## src/hw/rtl/kdeg_pkg.sv

```systemverilog
`default_nettype none

package kdeg_pkg;

    typedef enum logic [2:0] {
        EV_PRESSED = 3'd0,
        EV_REPEAT  = 3'd1,
        EV_FAST    = 3'd2,
        EV_LONG    = 3'd3,
        EV_TIMEOUT = 3'd4
    } t_event_kind;

    localparam logic [2:0] CFG_LONGPRESS_MASK = 3'd0;
    localparam logic [2:0] CFG_REPEAT_MASK    = 3'd1;
    localparam logic [2:0] CFG_SETTLE_TIME    = 3'd2;
    localparam logic [2:0] CFG_REPEAT_START   = 3'd3;
    localparam logic [2:0] CFG_REPEAT_GAP_MAX = 3'd4;
    localparam logic [2:0] CFG_REPEAT_GAP_MIN = 3'd5;
    localparam logic [2:0] CFG_HOLD_LIMIT     = 3'd6;
    localparam logic [2:0] CFG_TIMEOUT_LIMIT  = 3'd7;

    localparam logic [7:0] RST_SETTLE_TIME    = 8'd12;
    localparam logic [7:0] RST_REPEAT_START   = 8'd200;
    localparam logic [7:0] RST_REPEAT_GAP_MAX = 8'd100;
    localparam logic [7:0] RST_REPEAT_GAP_MIN = 8'd20;
    localparam logic [7:0] RST_HOLD_LIMIT     = 8'd3;
    localparam logic [7:0] RST_TIMEOUT_LIMIT  = 8'd30;

    localparam logic [7:0] REPEAT_STEP = 8'd3;
    localparam logic [7:0] FAST_OFFSET = 8'd32;

    typedef struct packed {
        logic [7:0] longpress_mask;
        logic [7:0] repeat_mask;
        logic [7:0] settle_time;
        logic [7:0] repeat_start;
        logic [7:0] repeat_gap_max;
        logic [7:0] repeat_gap_min;
        logic [7:0] hold_limit;
        logic [7:0] timeout_limit;
    } t_kdeg_cfg;

    typedef struct packed {
        logic [7:0] tick_count;
        logic [7:0] sampled_keys;
        logic [7:0] stable_keys;
        logic [7:0] bounce_left;
        logic [7:0] repeat_left;
        logic [7:0] repeat_interval;
        logic [7:0] hold_periods;
        logic [7:0] idle_periods;
    } t_kdeg_state;

endpackage

`default_nettype wire

```

## src/hw/rtl/kdeg_step.sv

```systemverilog
`default_nettype none

// One tick of debounce / repeat / long-press / timeout processing.
module kdeg_step #(
    parameter int NUM_KEYS = 8
) (
    input  wire kdeg_pkg::t_kdeg_cfg   i_cfg,
    input  wire kdeg_pkg::t_kdeg_state i_state,
    input  wire logic [7:0]            i_sample,
    output kdeg_pkg::t_kdeg_state      o_next,
    output logic                       o_have,
    output kdeg_pkg::t_event_kind      o_kind,
    output logic [7:0]                 o_keys
);

    localparam logic [7:0] KeyBits = 8'((1 << NUM_KEYS) - 1);

    logic [7:0] lp;
    logic [7:0] rp;
    logic [7:0] sample;
    logic [7:0] keys;
    logic [7:0] samp;
    logic [7:0] bl;
    logic [7:0] rl;
    logic [7:0] ri;
    logic [7:0] hold;
    logic [7:0] idle;
    logic       have;
    logic       lp_fire;
    kdeg_pkg::t_event_kind kind;

    always_comb begin
        lp      = i_cfg.longpress_mask & KeyBits;
        rp      = i_cfg.repeat_mask & KeyBits;
        sample  = i_sample & KeyBits;
        samp    = i_state.sampled_keys;
        bl      = i_state.bounce_left;
        keys    = i_state.stable_keys;
        rl      = i_state.repeat_left - 8'd1;
        ri      = i_state.repeat_interval;
        hold    = i_state.hold_periods;
        idle    = i_state.idle_periods;
        have    = 1'b0;
        lp_fire = 1'b0;
        kind    = kdeg_pkg::EV_PRESSED;

        if (sample != samp) begin
            samp = sample;
            bl   = i_cfg.settle_time;
        end

        if (rl == 8'd0 && (keys & rp) != 8'd0) begin
            have = 1'b1;
            kind = kdeg_pkg::EV_REPEAT;
            rl   = i_state.repeat_interval;
            if (i_state.repeat_interval > i_cfg.repeat_gap_min) begin
                ri = i_state.repeat_interval - kdeg_pkg::REPEAT_STEP;
            end else begin
                ri   = i_cfg.repeat_gap_max - kdeg_pkg::FAST_OFFSET;
                kind = kdeg_pkg::EV_FAST;
            end
        end

        if (bl != 8'd0) begin
            bl = bl - 8'd1;
        end else if (keys != samp) begin
            if (samp > keys) begin
                have = 1'b1;
                kind = kdeg_pkg::EV_PRESSED;
            end
            hold = 8'd0;
            rl   = i_cfg.repeat_start;
            ri   = i_cfg.repeat_gap_max;
            keys = samp;
        end

        if (have) begin
            idle = 8'd0;
        end

        // period boundary: every 256 ticks
        if (i_state.tick_count == 8'd0) begin
            if ((keys & lp) != 8'd0) begin
                hold    = hold + 8'd1;
                lp_fire = hold > i_cfg.hold_limit;
            end
            if (lp_fire) begin
                hold = 8'd0;
                have = 1'b1;
                kind = kdeg_pkg::EV_LONG;
                idle = 8'd0;
            end else begin
                idle = idle + 8'd1;
                if (idle > i_cfg.timeout_limit) begin
                    idle = 8'd0;
                    have = 1'b1;
                    kind = kdeg_pkg::EV_TIMEOUT;
                end
            end
        end

        o_next                 = i_state;
        o_next.tick_count      = i_state.tick_count + 8'd1;
        o_have                 = 1'b0;
        o_kind                 = kind;
        o_keys                 = keys;
        // odd ticks only advance the tick counter
        if (!i_state.tick_count[0]) begin
            o_next.sampled_keys    = samp;
            o_next.stable_keys     = keys;
            o_next.bounce_left     = bl;
            o_next.repeat_left     = rl;
            o_next.repeat_interval = ri;
            o_next.hold_periods    = hold;
            o_next.idle_periods    = idle;
            o_have                 = have;
        end
    end

endmodule

`default_nettype wire

```

## src/hw/rtl/keypad_debounce_event_gen.sv

```systemverilog
`default_nettype none

// Channel  Dir  Handshake                          Payload
// s_axis   in   i_s_axis_tvalid/o_s_axis_tready    tdata[7:0] key_sample
// m_axis   out  o_m_axis_tvalid/i_m_axis_tready    tdata[7:0] key_state,
//                                                  tuser[2:0] event_kind
// cfg      in   i_cfg_we (no wait)                 i_cfg_addr index, i_cfg_wdata
//
// One tick per clock while o_s_axis_tready is high: the step logic sits between the state
// registers and the result register, so each result is registered before it is offered.
// A two-entry output stage (result register plus skid) keeps input flowing while a
// result waits; input stalls only when both entries are full.
// Synchronous active-low reset sets config registers to their defaults and
// clears the state; no clearing pass is needed.
module keypad_debounce_event_gen #(
    parameter int NUM_KEYS = 8
) (
    input  wire logic       i_clk,
    input  wire logic       i_rst_n,
    input  wire logic       i_s_axis_tvalid,
    output logic            o_s_axis_tready,
    input  wire logic [7:0] i_s_axis_tdata,   // [7:0] key_sample
    output logic            o_m_axis_tvalid,
    input  wire logic       i_m_axis_tready,
    output logic [7:0]      o_m_axis_tdata,   // [7:0] key_state
    output logic [2:0]      o_m_axis_tuser,   // [2:0] event_kind
    input  wire logic       i_cfg_we,
    input  wire logic [2:0] i_cfg_addr,
    input  wire logic [7:0] i_cfg_wdata
);

    kdeg_pkg::t_kdeg_cfg   r_cfg;
    kdeg_pkg::t_kdeg_state r_state;
    kdeg_pkg::t_kdeg_state n_state;

    logic                  step_have;
    kdeg_pkg::t_event_kind step_kind;
    logic [7:0]            step_keys;

    logic                  r_out_valid;
    kdeg_pkg::t_event_kind r_out_kind;
    logic [7:0]            r_out_keys;
    logic                  r_skid_valid;
    kdeg_pkg::t_event_kind r_skid_kind;
    logic [7:0]            r_skid_keys;

    logic accept;
    logic pop;
    logic push;

    kdeg_step #(
        .NUM_KEYS (NUM_KEYS)
    ) u_step (
        .i_cfg    (r_cfg),
        .i_state  (r_state),
        .i_sample (i_s_axis_tdata),
        .o_next   (n_state),
        .o_have   (step_have),
        .o_kind   (step_kind),
        .o_keys   (step_keys)
    );

    assign o_s_axis_tready = !r_skid_valid;
    assign accept          = i_s_axis_tvalid && !r_skid_valid;
    assign pop             = r_out_valid && i_m_axis_tready;
    assign push            = accept && step_have;

    assign o_m_axis_tvalid = r_out_valid;
    assign o_m_axis_tdata  = r_out_keys;
    assign o_m_axis_tuser  = r_out_kind;

    always_ff @(posedge i_clk) begin
        if (!i_rst_n) begin
            r_cfg.longpress_mask <= 8'd0;
            r_cfg.repeat_mask    <= 8'd0;
            r_cfg.settle_time    <= kdeg_pkg::RST_SETTLE_TIME;
            r_cfg.repeat_start   <= kdeg_pkg::RST_REPEAT_START;
            r_cfg.repeat_gap_max <= kdeg_pkg::RST_REPEAT_GAP_MAX;
            r_cfg.repeat_gap_min <= kdeg_pkg::RST_REPEAT_GAP_MIN;
            r_cfg.hold_limit     <= kdeg_pkg::RST_HOLD_LIMIT;
            r_cfg.timeout_limit  <= kdeg_pkg::RST_TIMEOUT_LIMIT;
        end else if (i_cfg_we) begin
            case (i_cfg_addr)
                kdeg_pkg::CFG_LONGPRESS_MASK: r_cfg.longpress_mask <= i_cfg_wdata;
                kdeg_pkg::CFG_REPEAT_MASK:    r_cfg.repeat_mask    <= i_cfg_wdata;
                kdeg_pkg::CFG_SETTLE_TIME:    r_cfg.settle_time    <= i_cfg_wdata;
                kdeg_pkg::CFG_REPEAT_START:   r_cfg.repeat_start   <= i_cfg_wdata;
                kdeg_pkg::CFG_REPEAT_GAP_MAX: r_cfg.repeat_gap_max <= i_cfg_wdata;
                kdeg_pkg::CFG_REPEAT_GAP_MIN: r_cfg.repeat_gap_min <= i_cfg_wdata;
                kdeg_pkg::CFG_HOLD_LIMIT:     r_cfg.hold_limit     <= i_cfg_wdata;
                kdeg_pkg::CFG_TIMEOUT_LIMIT:  r_cfg.timeout_limit  <= i_cfg_wdata;
                default: ;
            endcase
        end
    end

    always_ff @(posedge i_clk) begin
        if (!i_rst_n) begin
            r_state <= '0;
        end else if (accept) begin
            r_state <= n_state;
        end
    end

    // result register plus skid entry; skid is only loaded when the result
    // register is full and not draining
    always_ff @(posedge i_clk) begin
        if (!i_rst_n) begin
            r_out_valid  <= 1'b0;
            r_skid_valid <= 1'b0;
        end else if (r_skid_valid) begin
            if (pop) begin
                r_out_valid  <= 1'b1;
                r_skid_valid <= 1'b0;
            end
        end else if (push) begin
            if (!r_out_valid || pop) begin
                r_out_valid <= 1'b1;
            end else begin
                r_skid_valid <= 1'b1;
            end
        end else if (pop) begin
            r_out_valid <= 1'b0;
        end
    end

    always_ff @(posedge i_clk) begin
        if (r_skid_valid) begin
            if (pop) begin
                r_out_kind <= r_skid_kind;
                r_out_keys <= r_skid_keys;
            end
        end else if (push) begin
            if (!r_out_valid || pop) begin
                r_out_kind <= step_kind;
                r_out_keys <= step_keys;
            end else begin
                r_skid_kind <= step_kind;
                r_skid_keys <= step_keys;
            end
        end
    end

endmodule

`default_nettype wire

```

## config.mk

```make
export PLATFORM = sky130hd
export DESIGN_NAME = keypad_debounce_event_gen
export DESIGN_NICKNAME = d
export VERILOG_FILES = /design/src/hw/rtl/kdeg_pkg.sv /design/src/hw/rtl/kdeg_step.sv /design/src/hw/rtl/keypad_debounce_event_gen.sv
export SDC_FILE = /design/constraint.sdc
export NUM_CORES = 1
export LEC_CHECK = 0
export ABC_CLOCK_PERIOD_IN_PS = 8290
export BUFFER_PORTS_ARGS = -buffer_cell sky130_fd_sc_hd__buf_4
export CORE_UTILIZATION = 62
export CTS_BUF_LIST = sky130_fd_sc_hd__clkbuf_8 sky130_fd_sc_hd__clkbuf_16
export DETAILED_ROUTE_END_ITERATION = 8
export HOLD_SLACK_MARGIN = 0.12
export PLACE_DENSITY = 0.86
export SETUP_SLACK_MARGIN = 0.05
export SLEW_MARGIN = 10
export SYNTH_ARGS = -nofsm -noshare
export SYNTH_HDL_FRONTEND = slang
export SYNTH_SLANG_ARGS = --single-unit
```

## constraint.sdc

```tcl
create_clock -name i_clk -period 8.29 [get_ports i_clk]
set_input_delay 1.2435 -clock i_clk [delete_from_list [all_inputs] [get_ports i_clk]]
set_output_delay 1.2435 -clock i_clk [all_outputs]
set_load 0.005 [all_outputs]
```

# Word-level counts from Yosys, hierarchy flattened
# Index checks and enable logic that the tools add are counted.
# Widths: inputs -> output; s select.
[op_classes]
n_addsub = 7
n_reduce_logical = 28
muxes = 56
magnitude_cmp = 4
eq_ne = 11
bitwise_logic = 5
[ops]
columns = ["operator", "count"]
rows = [
  ["$mux 8", 25],
  ["$mux 3", 11],
  ["$gt 8x8->1", 4],
  ["$add 8x1->8 const B", 3],
  ["$reduce_bool 8->1", 3],
  ["$mux 1", 19],
  ["$reduce_and 2->1", 9],
  ["$and 8x8->8", 2],
  ["$logic_not 8->1", 2],
  ["$ne 8x8->1", 2],
  ["$sub 8x1->8 const B", 2],
  ["$eq 3x3->1 const B", 4],
  ["$reduce_and 3->1", 3],
  ["$sub 8x2->8 const B", 1],
  ["$sub 8x6->8 const B", 1],
  ["$eq 3x2->1 const B", 2],
  ["$reduce_bool 2->1", 3],
  ["$logic_and 1x1->1", 4],
  ["$eq 3x1->1 const B", 1],
  ["$logic_not 3->1", 1],
  ["$ne 3x2->1 const B", 1],
  ["$not 1->1", 3],
  ["$logic_not 1->1", 2],
  ["$mux 2", 1],
  ["other kinds (2)", 2],
]
[word_totals]
in_bits = 24
output_inout_bits = 13
wordCells = 133
reg_bits = 152

# Depth between registers and ports, before layout
# Gate-level depths: netlist of the first run.
[logic_depth]
ltp_word = 17
depth_mapped = 27

# Cells and area by module
# From an unflattened synthesis of the first run, not the netlist that was laid out.
[hier_totals]
cells_unflattened = 1068
area_unflattened_um2 = 8782.2
[modules_own_cells]
columns = ["mod", "cells_each", "instances", "area_per_inst_um2", "seq_area_each_um2"]
rows = [
  ["keypad_debounce_event_gen", 557, 1, 5459.0, 3263.1],
  ["kdeg_step", 511, 1, 3323.2, 0.0],
]

# Worst setup path after synthesis of the first run
# OpenSTA, ideal clock, no wires.
[synth_path]
path_type = "input to register"
start = "in i_s_axis_tdata[3]"
end = "reg r_skid_keys[0] (enable)"
setup_ns = 0.397
arrival_time_ns = 6.778
t_required_ns = 7.893
slack_ns = 1.116
path_stages = 26
cell_sequence = "xnor2_1 -> nand4_1 -> nor2_1 -> clkbuf_1 -> mux2i_1 -> ha_1 -> nor3b_1 -> nand2_1 -> or4_1 -> buf_2 -> nand2_4 -> a21oi_1 -> clkbuf_1 -> and2_1 -> ha_1 -> nand3_1 -> xor2_1 -> nand2b_1 -> inv_1 -> ha_1 -> and3_1 -> o21ai_0 -> a21o_1 -> a2bb2oi_1 -> o21ai_0 -> a211oi_1"
[synth_via]
elab_chain_cells = 15
[synth_lines]
columns = ["item", "line", "text"]
rows = [
  ["start: declaration", "keypad_debounce_event_gen.sv:22", "input wire logic [7:0] i_s_axis_tdata,"],
  ["$ne 8x8->1", "kdeg_step.sv:47", "if (sample != samp) begin"],
  ["$mux 8", "kdeg_step.sv:47", ""],
  ["$gt 8x8->1", "kdeg_step.sv:67", "if (samp > keys) begin"],
  ["$mux 1", "kdeg_step.sv:67", ""],
  ["$mux 1", "kdeg_step.sv:66", "end else if (keys != samp) begin"],
  ["$mux 1", "kdeg_step.sv:64", "if (bl != 8'd0) begin"],
  ["$mux 8", "kdeg_step.sv:77", "if (have) begin"],
  ["$add 8x1->8", "kdeg_step.sv:93", "idle = idle + 8'd1;"],
  ["$gt 8x8->1", "kdeg_step.sv:94", "if (idle > i_cfg.timeout_limit) begin"],
  ["$mux 1", "kdeg_step.sv:94", ""],
  ["$mux 1", "kdeg_step.sv:87", "if (lp_fire) begin"],
  ["$mux 1 *", "kdeg_step.sv:82", "if (i_state.tick_count == 8'd0) begin"],
  ["$mux 1 *", "kdeg_step.sv:108", "if (!i_state.tick_count[0]) begin"],
  ["$logic_and 1x1->1 *", "keypad_debounce_event_gen.sv:66", "assign push = accept && step_have;"],
  ["$reduce_and 3->1 (no source line) *", "n/a", ""],
  ["end signal: assignment", "keypad_debounce_event_gen.sv:139", "r_skid_keys <= step_keys;"],
  ["end: declaration", "keypad_debounce_event_gen.sv:45", "logic [7:0] r_skid_keys;"],
]
# Every way passes the cells marked *; elsewhere a longest branch is shown, timed or not. The select of a mux whose other input is x is not followed.
# A chain may end at the register's enable or synchronous reset.

# Final worst setup path of the first run
[layout_path]
start = "in i_s_axis_tdata[3]"
end = "reg r_out_keys[7] (netlist: o_m_axis_tdata[7]) (enable)"
[layout_via]
elab_chain_cells = 16
[layout_lines]
columns = ["item", "line", "text"]
rows = [
  ["$ne 8x8->1", "kdeg_step.sv:47", ""],
  ["$mux 8", "kdeg_step.sv:47", ""],
  ["$gt 8x8->1", "kdeg_step.sv:67", ""],
  ["$mux 1", "kdeg_step.sv:67", ""],
  ["$mux 1", "kdeg_step.sv:66", ""],
  ["$mux 1", "kdeg_step.sv:64", ""],
  ["$mux 8", "kdeg_step.sv:77", ""],
  ["$add 8x1->8", "kdeg_step.sv:93", ""],
  ["$gt 8x8->1", "kdeg_step.sv:94", ""],
  ["$mux 1", "kdeg_step.sv:94", ""],
  ["$mux 1", "kdeg_step.sv:87", ""],
  ["$mux 1 *", "kdeg_step.sv:82", ""],
  ["$mux 1 *", "kdeg_step.sv:108", ""],
  ["$logic_and 1x1->1 *", "keypad_debounce_event_gen.sv:66", ""],
  ["$reduce_bool 2->1 (no source line) *", "n/a", ""],
  ["$reduce_and 3->1 (no source line) *", "n/a", ""],
  ["end signal: assignment", "keypad_debounce_event_gen.sv:131", "r_out_keys <= r_skid_keys;"],
  ["end signal: assignment", "keypad_debounce_event_gen.sv:136", "r_out_keys <= step_keys;"],
  ["end: declaration", "keypad_debounce_event_gen.sv:42", "logic [7:0] r_out_keys;"],
]
# Marks and branches as above.

==> results by stage, run 1 <==
Logic synthesis:
- In this run the mean area of a mapped cell was 8.11 µm².
- The sequential element share of the synthesized area is 0.395.
- Synthesis produced a netlist with a net count of 1,082.
- After technology mapping, the gate count stands at 1,017.
- The synthesized design contains 22 enable-type register cells.
- The predominant post-synthesis flop cell is dfxtp_1.
- The number of distinct library cells after synthesis is 68.
- Counting flops with an async set or reset pin after synthesis yields a share of 0.
- The register bit total from synthesis is 152.
- The warning count from the yosys run is 0.
- The mapped netlist covers 0.00825 mm².

Worst setup path:
- The worst-case register-to-register setup slack is 1.77 ns.
- The worst register-to-register path begins at r_state[51].
- The endpoint identified for the worst register-to-register timing path is o_m_axis_tdata[7].
- The maximum fanout encountered on the critical timing path is 12.
- The critical path startpoint category is a primary input.
- STA puts the critical path data arrival time at 7.25 ns.
- The number of cell instances on the worst register-to-register path is 25.
- The kind of critical path is in -> reg.
- The worst setup path is captured at a register.
- The critical path data required time is 8.43 ns.

Power and ir drop:
- The ratio of total power to cell area is 190 mW/mm².
- The worst-case IR drop observed on VDD is 0.170 mV.
- For this design the static power due to leakage is 3.56 nW.

Place:
- The post-placement setup slack is 0.832 ns.
- The count of port buffers added during placement is 36.
- The detailed placer's ending HPWL is 13,700 µm.
- Routability-driven placement finished with a final weighted congestion of 0.970.

Global routing:
- The aggregate global routing overflow is 0.
- The first-pass GRT wire length is 34,000 µm.
- The initial antenna violation count came to 0.
- The via count of the first global-routing pass is 6,906.
- The pin count of the biggest net entering global routing is 84.
- In the global route stage, overall resource usage came out at 0.305.

Cells and area:
- Leaving out fill and tap cells, the most frequent cell in the layout is nand2_1.
- In the layout the commonest cells are nand2_1, dfxtp_1, a21oi_1.
- The number of antenna cells inserted is 0.
- Of the cells placed in the final design, the portion with a size suffix greater than 1 is 0.105.
- The final layout net count is 1,082.
- The area growth from synthesis to layout is 10.3%.

Floorplan:
- 37 I/O pins were placed.
- The die covers 0.0138 mm².
- For this configuration, the core starts out at a cell density of 0.646.
- In this run the horizontal extent of the chip is 117 µm.
- The area of the placeable core is 0.0128 mm².
- The floorplan has 41 rows.
- The vertical die dimension is 117 µm.

Clocking:
- In this run the clock root is driven by a clkbuf_16.
- Clock-pin slew was measured on the worst setup and hold paths at 0.06 ns.
- TritonCTS built the clock tree.
- The post-CTS setup buffer count is 0.
- The number of clock sinks seen by CTS is 152.
- The clock latency reported for the late side of the worst-skew pair is 0.43 ns.
- The post-cts hold buffer count is 0.
- In this run the number of H-tree levels came out at 4.
- The maximum buffer depth of the clock tree is 2.
- The count of cells resized by post-cts repair is 0.
- The TritonCTS buffer count is 17.

Detailed routing:
- The number of routed nets with antenna violations is 0.
- The DRC marker count from the first detailed-route iteration is 603.
- The average wire length per cell after detail routing is 17.0 µm.
- In the routed design, unresolved DRC markers number 0.
- The routed wire length is 20,500 µm.
- Dividing the detail-routed via count by the number of cells gives 6.19.
- The detailed router placed 7,443 vias in this run.
- The first detailed-routing pass took 7 iterations.

STA:
- The setup TNS is 0 ns.
- The worst relative slew slack is 0.276.
- The number of failing setup endpoints in the final timing report is 0.
- The hold violation count in the final report was 0.
- The fmax is 141 MHz.
- For the pin with the worst max-slew slack, the measured transition is 1.08 ns.
- The worst-case setup margin in the final layout is 1.18 ns.
- Dividing the final minimum period by the clock period gives 0.858.
- The final number of max-transition violations is 0.
- Setup repair after global routing left no endpoint under its margin.
- The worst path needs 7.11 ns of the cycle, external delays included.
- The worst-case clock skew is 0.00802 ns.

Min path:
- The path type of the worst min-delay path is reg -> reg.
- The endpoint with the worst hold slack is r_cfg[23].
- The worst min-delay path startpoint is r_cfg[23].
- The worst hold path passes through 2 cells.

Status:
- The flow ran to the end, and the final reports show no timing, DRC or antenna violations.

Run:
- Max-cap violations in this run came to 0.
power breakdown:
| group | internal, mW | switching, mW |
|---|---|---|
| Sequential | 0.770 | 0.0251 |
| Clock | 0.394 | 0.340 |
| Combinational | 0.0753 | 0.122 |
worst max-delay path, cell delays in order:
cell and delay, ns:
buf_4 0.14, xnor2_1 0.20, nand4_1 0.26, nor2_1 0.46, mux2i_1 0.34, ha_1 0.30, nor3b_1 0.29, nand2_1 0.17
or4_1 0.61, nand2_4 0.13, a21oi_1 0.24, and2_1 0.29, ha_1 0.23, nand3_1 0.12, xor2_1 0.13, nand2b_1 0.13
inv_1 0.05, ha_1 0.28, and3_1 0.17, o21ai_0 0.11, a21o_1 0.17, a2bb2oi_1 0.37, a211oi_1 0.09, a221o_1 0.36
a21oi_1 0.16, buf_4 0.20
per-stage QoR:
step                      instance area (µm²)  utilization  std cells  total power, mW  hold slack (ns)
after floorplan                          8250            -       1017            0.948            0.433
after global placement                   8540        0.669       1170            0.998            0.442
after detailed placement                 8540        0.669       1170             1.00            0.447
after CTS                                9100        0.713       1202             1.73            0.455
after global routing                     9100        0.713       1202             1.78            0.470
final                                    9100        0.713       1202             1.73            0.457
state kept, by name, summed over array words and instances, names as in the netlist:
name             cells
r_skid_kind          3
o_m_axis_tdata       8
o_m_axis_tuser       3
r_skid_keys          8
r_cfg               64
r_skid_valid         1
o_m_axis_tvalid      1
r_state             64
worst max path at each step:
| stage | slack, ns | end | depth (start not counted) | startpoint |
|---|---|---|---|---|
| global route | 0.74 | o_m_axis_tdata[7] | 26 | i_s_axis_tdata[3] |
| CTS | 1.28 | o_m_axis_tdata[2] | 26 | i_s_axis_tdata[3] |
| finish | 1.18 | o_m_axis_tdata[7] | 26 | i_s_axis_tdata[3] |
| detailed placement | 0.83 | o_m_axis_tdata[2] | 26 | i_s_axis_tdata[3] |
| floorplan | 1.12 | r_skid_keys[0] | 26 | i_s_axis_tdata[3] |
| global placement | 1.12 | o_m_axis_tdata[2] | 26 | i_s_axis_tdata[2] |
area by class of cell:
cell class / instances / area [µm²]
clock buffers: 17 / 425
clock inverters: 15 / 135
fillers: 969 / 3670
inverters: 53 / 199
multi-input cells: 750 / 4540
flip-flops and latches: 152 / 3260
well taps: 172 / 215
repair buffers: 43 / 323
synthesized netlist by cell type, drive strengths merged, types with 8 or more instances:
library cell | number | area (µm²)
a211oi | 14 | 105
a21o | 12 | 90.1
a21oi | 94 | 474
a22oi | 12 | 90.1
and2 | 8 | 50.1
and3 | 13 | 86.3
buf | 16 | 71.3
clkbuf | 46 | 180
dfxtp | 130 | 2600
edfxtp | 22 | 661
ha | 41 | 513
inv | 53 | 199
mux2 | 18 | 203
mux2i | 9 | 90.1
nand2 | 202 | 766
nand2b | 12 | 75.1
nand3 | 48 | 245
nand4 | 14 | 87.6
nor2 | 59 | 221
nor3 | 17 | 85.1
o211ai | 17 | 128
o21ai | 30 | 154
o22ai | 8 | 50.1
o31ai | 8 | 60.1
xnor2 | 16 | 140
xor2 | 17 | 149
layer usage:
metal / GRT usage / part of all wire
met1: 0.409 / 0.44
met2: 0.480 / 0.46
met3: 0.0691 / 0.075
met4: 0.111 / 0.026
met5: 0 / 0
cells by family (layout without fill, tap and decap cells):
kind of cell / after synthesis / in the layout / synth area share
AND/OR/NAND/NOR: 410 / 410 / 0.230
AO/OA/AOI/OAI: 239 / 239 / 0.188
flip-flops: 152 / 152 / 0.395
buffers and inverters: 115 / 128 / 0.0546
adder cells (fa/ha/maj): 41 / 41 / 0.0622
XOR/XNOR: 33 / 33 / 0.0350
multiplexers: 27 / 27 / 0.0355
Note: power is estimated with default switching activity, not from simulation.
==> run 2: changes to the inputs <==
--- a/config.mk
+++ b/config.mk
@@ -7,6 +7,7 @@
 export LEC_CHECK = 0
 export ABC_CLOCK_PERIOD_IN_PS = 8290
 export BUFFER_PORTS_ARGS = -buffer_cell sky130_fd_sc_hd__buf_4
+export CORE_MARGIN = 10
 export CORE_UTILIZATION = 62
 export CTS_BUF_LIST = sky130_fd_sc_hd__clkbuf_8 sky130_fd_sc_hd__clkbuf_16
 export DETAILED_ROUTE_END_ITERATION = 8
==> run 2 against run 1 <==
Compared with the run above: register-to-register slack got worse by 0.15 ns; cell count is 0.42% higher; clock skew decreased by 0.0022 ns; first-iteration DRC count up 31%; final area is 0.76% higher; die area up 33%; largest cell class unchanged.
==> results by stage, run 2 (synthesis results as in run 1) <==
STA:
- In the finished design, the share of the clock period the worst path needs comes to 0.876.
- The worst-case setup margin in the final layout is 1.02 ns.
- The fmax is 138 MHz.
- The hold violation count in the final report is 0.
- The pin slew with the least headroom to its limit is 1.01 ns.
- Setup total negative slack on the finished layout was measured at 0 ns.
- The number of failing setup endpoints in the final timing report is 0.
- The worst path in the final design needs a cycle of 7.27 ns, including I/O delays and setup.
- The worst relative slew slack is 0.325.
- The final number of max-transition violations was 0.
- The clock arrives with 0.00584 ns of skew.
- Setup repair after global routing left no endpoint under its margin.

Floorplan:
- The number of core rows is 42.
- The vertical die dimension is 135 µm.
- The die is 135 µm wide.
- The die covers 0.0183 mm².
- The region available for standard cell placement spans 0.0131 mm².
- Pin placement for this block handled 37 I/O pins.
- The initial core utilization is 0.628.

Worst setup path:
- The number of cell instances on the worst register-to-register path is 25.
- The delay of the slowest cell on the worst path is 0.62 ns.
- At the worst endpoint, the required time is 8.44 ns.
- At the worst endpoint, the arrival time is 7.41 ns.
- The worst setup path is launched from a primary input.
- The worst setup path is captured at a register.
- The setup check on the worst reg-to-reg path leaves a slack of 1.62 ns.
- The cell seen most often among critical-path stages is ha_1.
- The critical path contains buffers and inverters numbering 3 combined.
- The setup path with the least slack is of type in -> reg.
- The maximum fanout encountered on the critical timing path is 12.
- For this design, the slowest cell found on the critical path is or4_1.
- The cell family with the largest share of critical-path delay is simple AND/OR/NAND/NOR gates.
- The instance count on the critical path is 26.

Cells and area:
- For this run, the number of standard cells in the final layout without fillers is 1,207.
- At the end of the flow the core is filled with cells to 0.698.
- The largest registers in the layout are r_cfg (64), r_state (64).
- The library cell used most frequently in the layout, excluding fill and tap cells, is nand2_1.
- The number of antenna cells inserted is 0.
- The final layout net count is 1,083.
- Relative to the synthesized area, the layout overhead comes to 11.2%.
- The fraction of final layout cells sized beyond drive strength 1 is 0.105.
- In the layout the commonest cells are nand2_1, dfxtp_1, a21oi_1.

Global routing:
- Entering global routing, the biggest net connects 93 pins.
- The via count of the first global-routing pass was 7,307.
- Across every metal layer, demand over resource in global routing totals 0.237.
- The first-pass GRT wire length is 35,400 µm.
- The total overflow left after global routing is 0.
- The initial antenna violation count is 0.

Clocking:
- The clock latency reported for the late side of the worst-skew pair is 0.44 ns.
- The longest clock path from root to sink contains 2 buffers.
- After clock tree synthesis, the clock-pin slew on the worst setup and hold paths is 0.06 ns.
- The number of clock sinks seen by CTS is 152.
- The post-CTS setup buffer count is 0.
- TritonCTS built the clock tree.
- For this design, the CTS-stage hold fixing added 0 buffers.
- Buffers inserted during clock tree synthesis total 17.
- The clock tree root driver cell is clkbuf_16.
- The H-tree was split into 4 levels.
- The number of gates resized after CTS was 0.

Power and ir drop:
- The switching share of power is 0.267.
- The cell-internal power is 1.33 mW.
- Of the total power, combinational logic draws 0.110.
- In this run the power spent charging and discharging nets is 0.483 mW.
- In this run the static leakage power is 3.59 nW.
- For this design the ratio of total power to cell area is 197 mW/mm².
- IR analysis of the VDD net gives a maximum drop of 0.140 mV.
- Of the total power, registers draw 0.440.
- Of the total power, the clock network draws 0.451.

Run:
- The tool flagged a number of max-cap violations equal to 0.

Detailed routing:
- After detailed routing, the number of vias per cell comes to 6.28.
- The first TritonRoute pass finished after 5 iterations.
- The average wire length per cell after detail routing is 17.8 µm.
- The routed wire length is 21,500 µm.
- The detail route stage leaves a number of antenna-violating nets equal to 0.
- The DRC violations left is 0.
- The via count is 7,580.
- After the first detailed-routing iteration, the DRC count stood at 787.

Place:
- The congestion estimate from routability-driven global placement came to 0.916.
- The number of placed cells counting well taps is 1,175.
- After legalization and detailed placement, the total HPWL measured 14,300 µm.
- Buffers placed on the I/O ports in this run total 36.
- The post-placement setup slack is 0.817 ns.

Min path:
- The worst hold path belongs to the class reg -> reg.
- The number of instances on the worst hold path is 2.

Status:
- The run finished with clean final reports.
[run 2: cell count changes in the layout (fill, tap and decap cells not counted), sizes merged]
cell and delta:
bufinv +3, clkinv -2, buf +1, inv -1
[run 2: worst paths after layout]
path	startpoint	to
worst max-delay path	i_s_axis_tdata[4]	o_m_axis_tdata[4]
worst min-delay path	r_cfg[22]	r_cfg[22]
worst max register to register	r_state[52]	o_m_axis_tdata[4]
worst min register to register	r_cfg[22]	r_cfg[22]
[run 2: layout make-up]
cell class / count / area [µm²]
multi-input combinational: 750 / 4540
fill: 1029 / 3960
sequential: 152 / 3260
clock buffer: 17 / 425
timing repair buffer: 44 / 330
tap: 176 / 220
inverter: 53 / 199
clock inverter: 15 / 191
[run 2: power groups by stage]
stage               registers (mW)  clock network [mW]  logic [mW]
floorplan                    0.802                   0       0.146
global placement             0.810                   0       0.187
detailed placement           0.810                   0       0.193
CTS                          0.794               0.818       0.196
global route                 0.797               0.856       0.222
finish                       0.795               0.815       0.199
[run 2: layer usage]
layer | GRT usage | share of wire | up-vias | routed length (µm)
li1 | - | - | 3593 | -
met1 | 0.282 | 0.40 | 3562 | 8720
met2 | 0.390 | 0.48 | 353 | 10400
met3 | 0.0608 | 0.076 | 72 | 1650
met4 | 0.118 | 0.036 | 0 | 774
met5 | 0 | 0 | - | 0
[run 2: tightest hold or removal path, cell delays in order (launching register included)]
cell and delay [ns]:
dfxtp_1 0.31, nand2_1 0.05, a21oi_1 0.05
[run 2: through the flow]
stage	total power, mW	hold slack (ns)	area (µm²)
2_1_floorplan	0.948	0.433	8250
3_3_place_gp	0.997	0.441	8560
3_5_place_dp	1.00	0.448	8560
4_1_cts	1.81	0.457	9170
5_1_grt	1.87	0.470	9170
6_report	1.81	0.457	9170
==> run 3: changes to the inputs <==
--- a/config.mk
+++ b/config.mk
@@ -5,14 +5,14 @@
 export SDC_FILE = /design/constraint.sdc
 export NUM_CORES = 1
 export LEC_CHECK = 0
-export ABC_CLOCK_PERIOD_IN_PS = 8290
+export ABC_CLOCK_PERIOD_IN_PS = 6000
 export BUFFER_PORTS_ARGS = -buffer_cell sky130_fd_sc_hd__buf_4
 export CORE_MARGIN = 10
-export CORE_UTILIZATION = 62
+export CORE_UTILIZATION = 56
 export CTS_BUF_LIST = sky130_fd_sc_hd__clkbuf_8 sky130_fd_sc_hd__clkbuf_16
 export DETAILED_ROUTE_END_ITERATION = 8
 export HOLD_SLACK_MARGIN = 0.12
-export PLACE_DENSITY = 0.86
+export PLACE_DENSITY = 0.82
 export SETUP_SLACK_MARGIN = 0.05
 export SLEW_MARGIN = 10
 export SYNTH_ARGS = -nofsm -noshare
==> constraint.sdc (replaced) <==
create_clock -name i_clk -period 6 [get_ports i_clk]
set_input_delay 0.9 -clock i_clk [delete_from_list [all_inputs] [get_ports i_clk]]
set_output_delay 0.9 -clock i_clk [all_outputs]
set_load 0.005 [all_outputs]
==> run 3 against run 2 <==
Compared with the run above: total power rose by 42%; sequential share of layout area fell by 1.5 points; critical path depth increased by 1; combinational power up 46%; clock power grew 45%; non-clock buffer count grew 24; sequential cell count stayed put; sequential power up 38%; utilization down 3.8 points; critical endpoint is now o_m_axis_tdata[5]; largest cell class unchanged; largest power group unchanged.
==> results by stage, run 3 (synthesis results as in run 1) <==
Run:
- The max-capacitance violation count is 0.

Worst setup path:
- Grouping stages by cell kind, the critical path spends the most delay in simple AND/OR/NAND/NOR gates.
- In this run the worst path has a maximum fanout of 11.
- The slowest stage cell on the critical path is or4_1.
- The delay of the slowest cell on the worst path is 0.55 ns.
- Together, buffers and inverters on the worst path number 4.
- The launch point of the worst path is i_s_axis_tdata[2].
- The worst setup path is of the in -> reg kind.
- The endpoint identified for the worst register-to-register timing path is o_m_axis_tdata[5].
- In this run the worst setup path terminates at o_m_axis_tdata[5].
- STA classifies the critical path endpoint as a register.
- In this run the critical register-to-register path is launched from r_state[50].
- The data arrival time of the critical path is 5.84 ns.
- The critical path data required time is 6.13 ns.
- The worst-case register-to-register setup slack is 0.51 ns.
- The critical path startpoint category is a primary input.
- Measured in cells, the most critical reg-to-reg path has a length of 26.
- The instance count on the critical path is 27.

Global routing:
- In the global route stage, overall resource usage came out at 0.218.
- The pin count of the biggest net entering global routing is 75.
- The initial antenna violation count came to 0.
- After global routing the overflow that remains totals 0.
- The first global-routing pass estimated 35,900 µm of wire.
- The via count of the first global-routing pass is 7,166.

Min path:
- In this run the worst hold path is classified as reg -> reg.

Power and ir drop:
- The worst-case IR drop observed on VDD is 0.266 mV.
- The ratio of total power to cell area is 268 mW/mm².
- Summed over all cells, the static leakage comes to 3.78 nW.

STA:
- At the pin with the least slew margin, the transition time is 0.882 ns.
- For the final routed database, the setup TNS stands at 0 ns.
- Clock skew on the completed layout was measured at 0.0101 ns.
- The final cycle utilization of the critical path is 0.951.
- The time the worst path needs with I/O delays and setup is 5.70 ns.
- The hold violation count in the final report is 0.
- Setup repair after global routing left no endpoint under its margin.
- The number of failing setup endpoints in the final timing report is 0.
- The final number of max-transition violations came to 0.
- Across all hold checks on the routed design, the worst slack comes to 0.455 ns.
- The fmax is 175 MHz.
- The worst relative slew slack is 0.407.

Cells and area:
- The number of antenna diodes in the final layout is 0.
- The layout has 1,161 filler cells.
- In the final layout, the registers with the most flip-flops are r_cfg (64), r_state (64).
- The top cell types in the final layout, fill and taps aside, are nand2_1, dfxtp_1, a21oi_1.
- The commonest non-fill, non-tap cell in the layout is nand2_1.
- The fraction of final layout cells sized beyond drive strength 1 is 0.144.
- The final layout net count is 1,107.
- Relative to the synthesized area, the layout overhead comes to 15.9%.

Clocking:
- The clock transition at the registers of the reported paths is 0.06 ns.
- The post-cts hold buffer count is 0.
- The clock drives 152 sinks.
- The clock tree root driver cell is clkbuf_16.
- For the worst-skew pair, the clock arrives at the later sink with an insertion delay of 0.42 ns.
- The TritonCTS buffer count is 17.
- The number of levels in the clock H-tree is 4.
- The TritonCTS clock tree is yes.
- The clock passes through at most 2 buffers.

Floorplan:
- The initial core utilization is 0.570.
- The die extent in x is 141 µm.
- The die area is 0.0200 mm².
- The number of core rows is 44.
- Pin placement for this block handled 37 I/O pins.
- The vertical die dimension is 141 µm.
- After floorplanning, the core was sized to cover 0.0145 mm².

Detailed routing:
- In the routed layout, each cell is associated on average with a via count of 6.04.
- After the first detailed-routing iteration, the DRC count stood at 659.
- The average wire length per cell after detail routing is 17.8 µm.
- The DRC violations left is 0.
- The via count is 7,486.
- The routed wire length is 22,000 µm.
- For this run, the detailed router's first-pass iteration total came to 5.
- In this run the remaining antenna-violating nets after routing total 0.

Place:
- The detailed placer's ending HPWL is 14,800 µm.
- Buffers placed on the I/O ports in this run total 36.
- The weighted congestion reported at the end of routability-driven placement is 0.889.

Status:
- The flow ran to the end, and the final reports show no timing, DRC or antenna violations.
run 3: cell count changes in the layout (fill, tap and decap cells not counted), moves of 3 or more:
cell | before | now
buf_4 | 44 | 66
xnor2_1 | 16 | 8
xnor2_2 | 0 | 8
clkinv_4 | 5 | 0
clkbuf_8 | 0 | 3
run 3: metrics by stage:
stage / util / power [mW] / worst slack [ns] / cell area [µm²] / std cells
finish: 0.661 / 2.57 / 0.295 / 9570 / 1239
floorplan: - / 1.32 / 0.0575 / 8400 / 1017
global placement: 0.612 / 1.39 / 0.0736 / 8860 / 1204
detailed placement: 0.612 / 1.40 / -0.130 / 8860 / 1204
global route: 0.661 / 2.65 / 0.0303 / 9570 / 1239
CTS: 0.657 / 2.57 / 0.257 / 9520 / 1236
run 3: timing repair:
action | 4_1_cts | 5_1_grt
gates resized for setup | 0 | 4
endpoints found under the setup margin | 0 | 18
setup buffers | 0 | 3
run 3: worst min path at each step:
stage                          from   endpoint  slack [ns]  cells past startpoint
after detailed placement  r_cfg[51]  r_cfg[51]        0.45                      2
after global routing      r_cfg[10]  r_cfg[10]        0.48                      2
after floorplan           r_cfg[36]  r_cfg[36]        0.43                      2
final                     r_cfg[33]  r_cfg[33]        0.46                      2
after CTS                 r_cfg[34]  r_cfg[34]        0.46                      2
after global placement    r_cfg[22]  r_cfg[22]        0.44                      2
run 3: tightest hold or removal path, stage by stage (launching register included):
cell     delay (ns)
dfxtp_1        0.31
nand2_1        0.05
a21oi_1        0.05
run 3: per-layer routing:
| metal | vias up | global-route usage | part of all wire |
|---|---|---|---|
| met5 | - | 0 | 0 |
| met4 | 0 | 0.0828 | 0.026 |
| met3 | 52 | 0.0527 | 0.080 |
| met2 | 292 | 0.356 | 0.47 |
| met1 | 3502 | 0.271 | 0.42 |
| li1 | 3640 | - | - |
run 3: report_power, final:
part | switching [mW] | internal, mW | total [mW] | leakage (nW)
logic | 0.173 | 0.117 | 0.290 | 2.19
registers | 0.0368 | 1.06 | 1.10 | 1.27
clock network | 0.421 | 0.754 | 1.18 | 0.324
total | 0.631 | 1.94 | 2.57 | 3.78
run 3: cell type report:
class | count | area (µm²) | share of cell area
Tap cell | 184 | 230 | 0.0241
Clock buffer | 21 | 492 | 0.0514
Clock inverter | 11 | 166 | 0.0174
Timing Repair Buffer | 68 | 536 | 0.0560
Inverter | 53 | 199 | 0.0208
Sequential cell | 152 | 3260 | 0.341
Multi-Input combinational cell | 750 | 4680 | 0.489
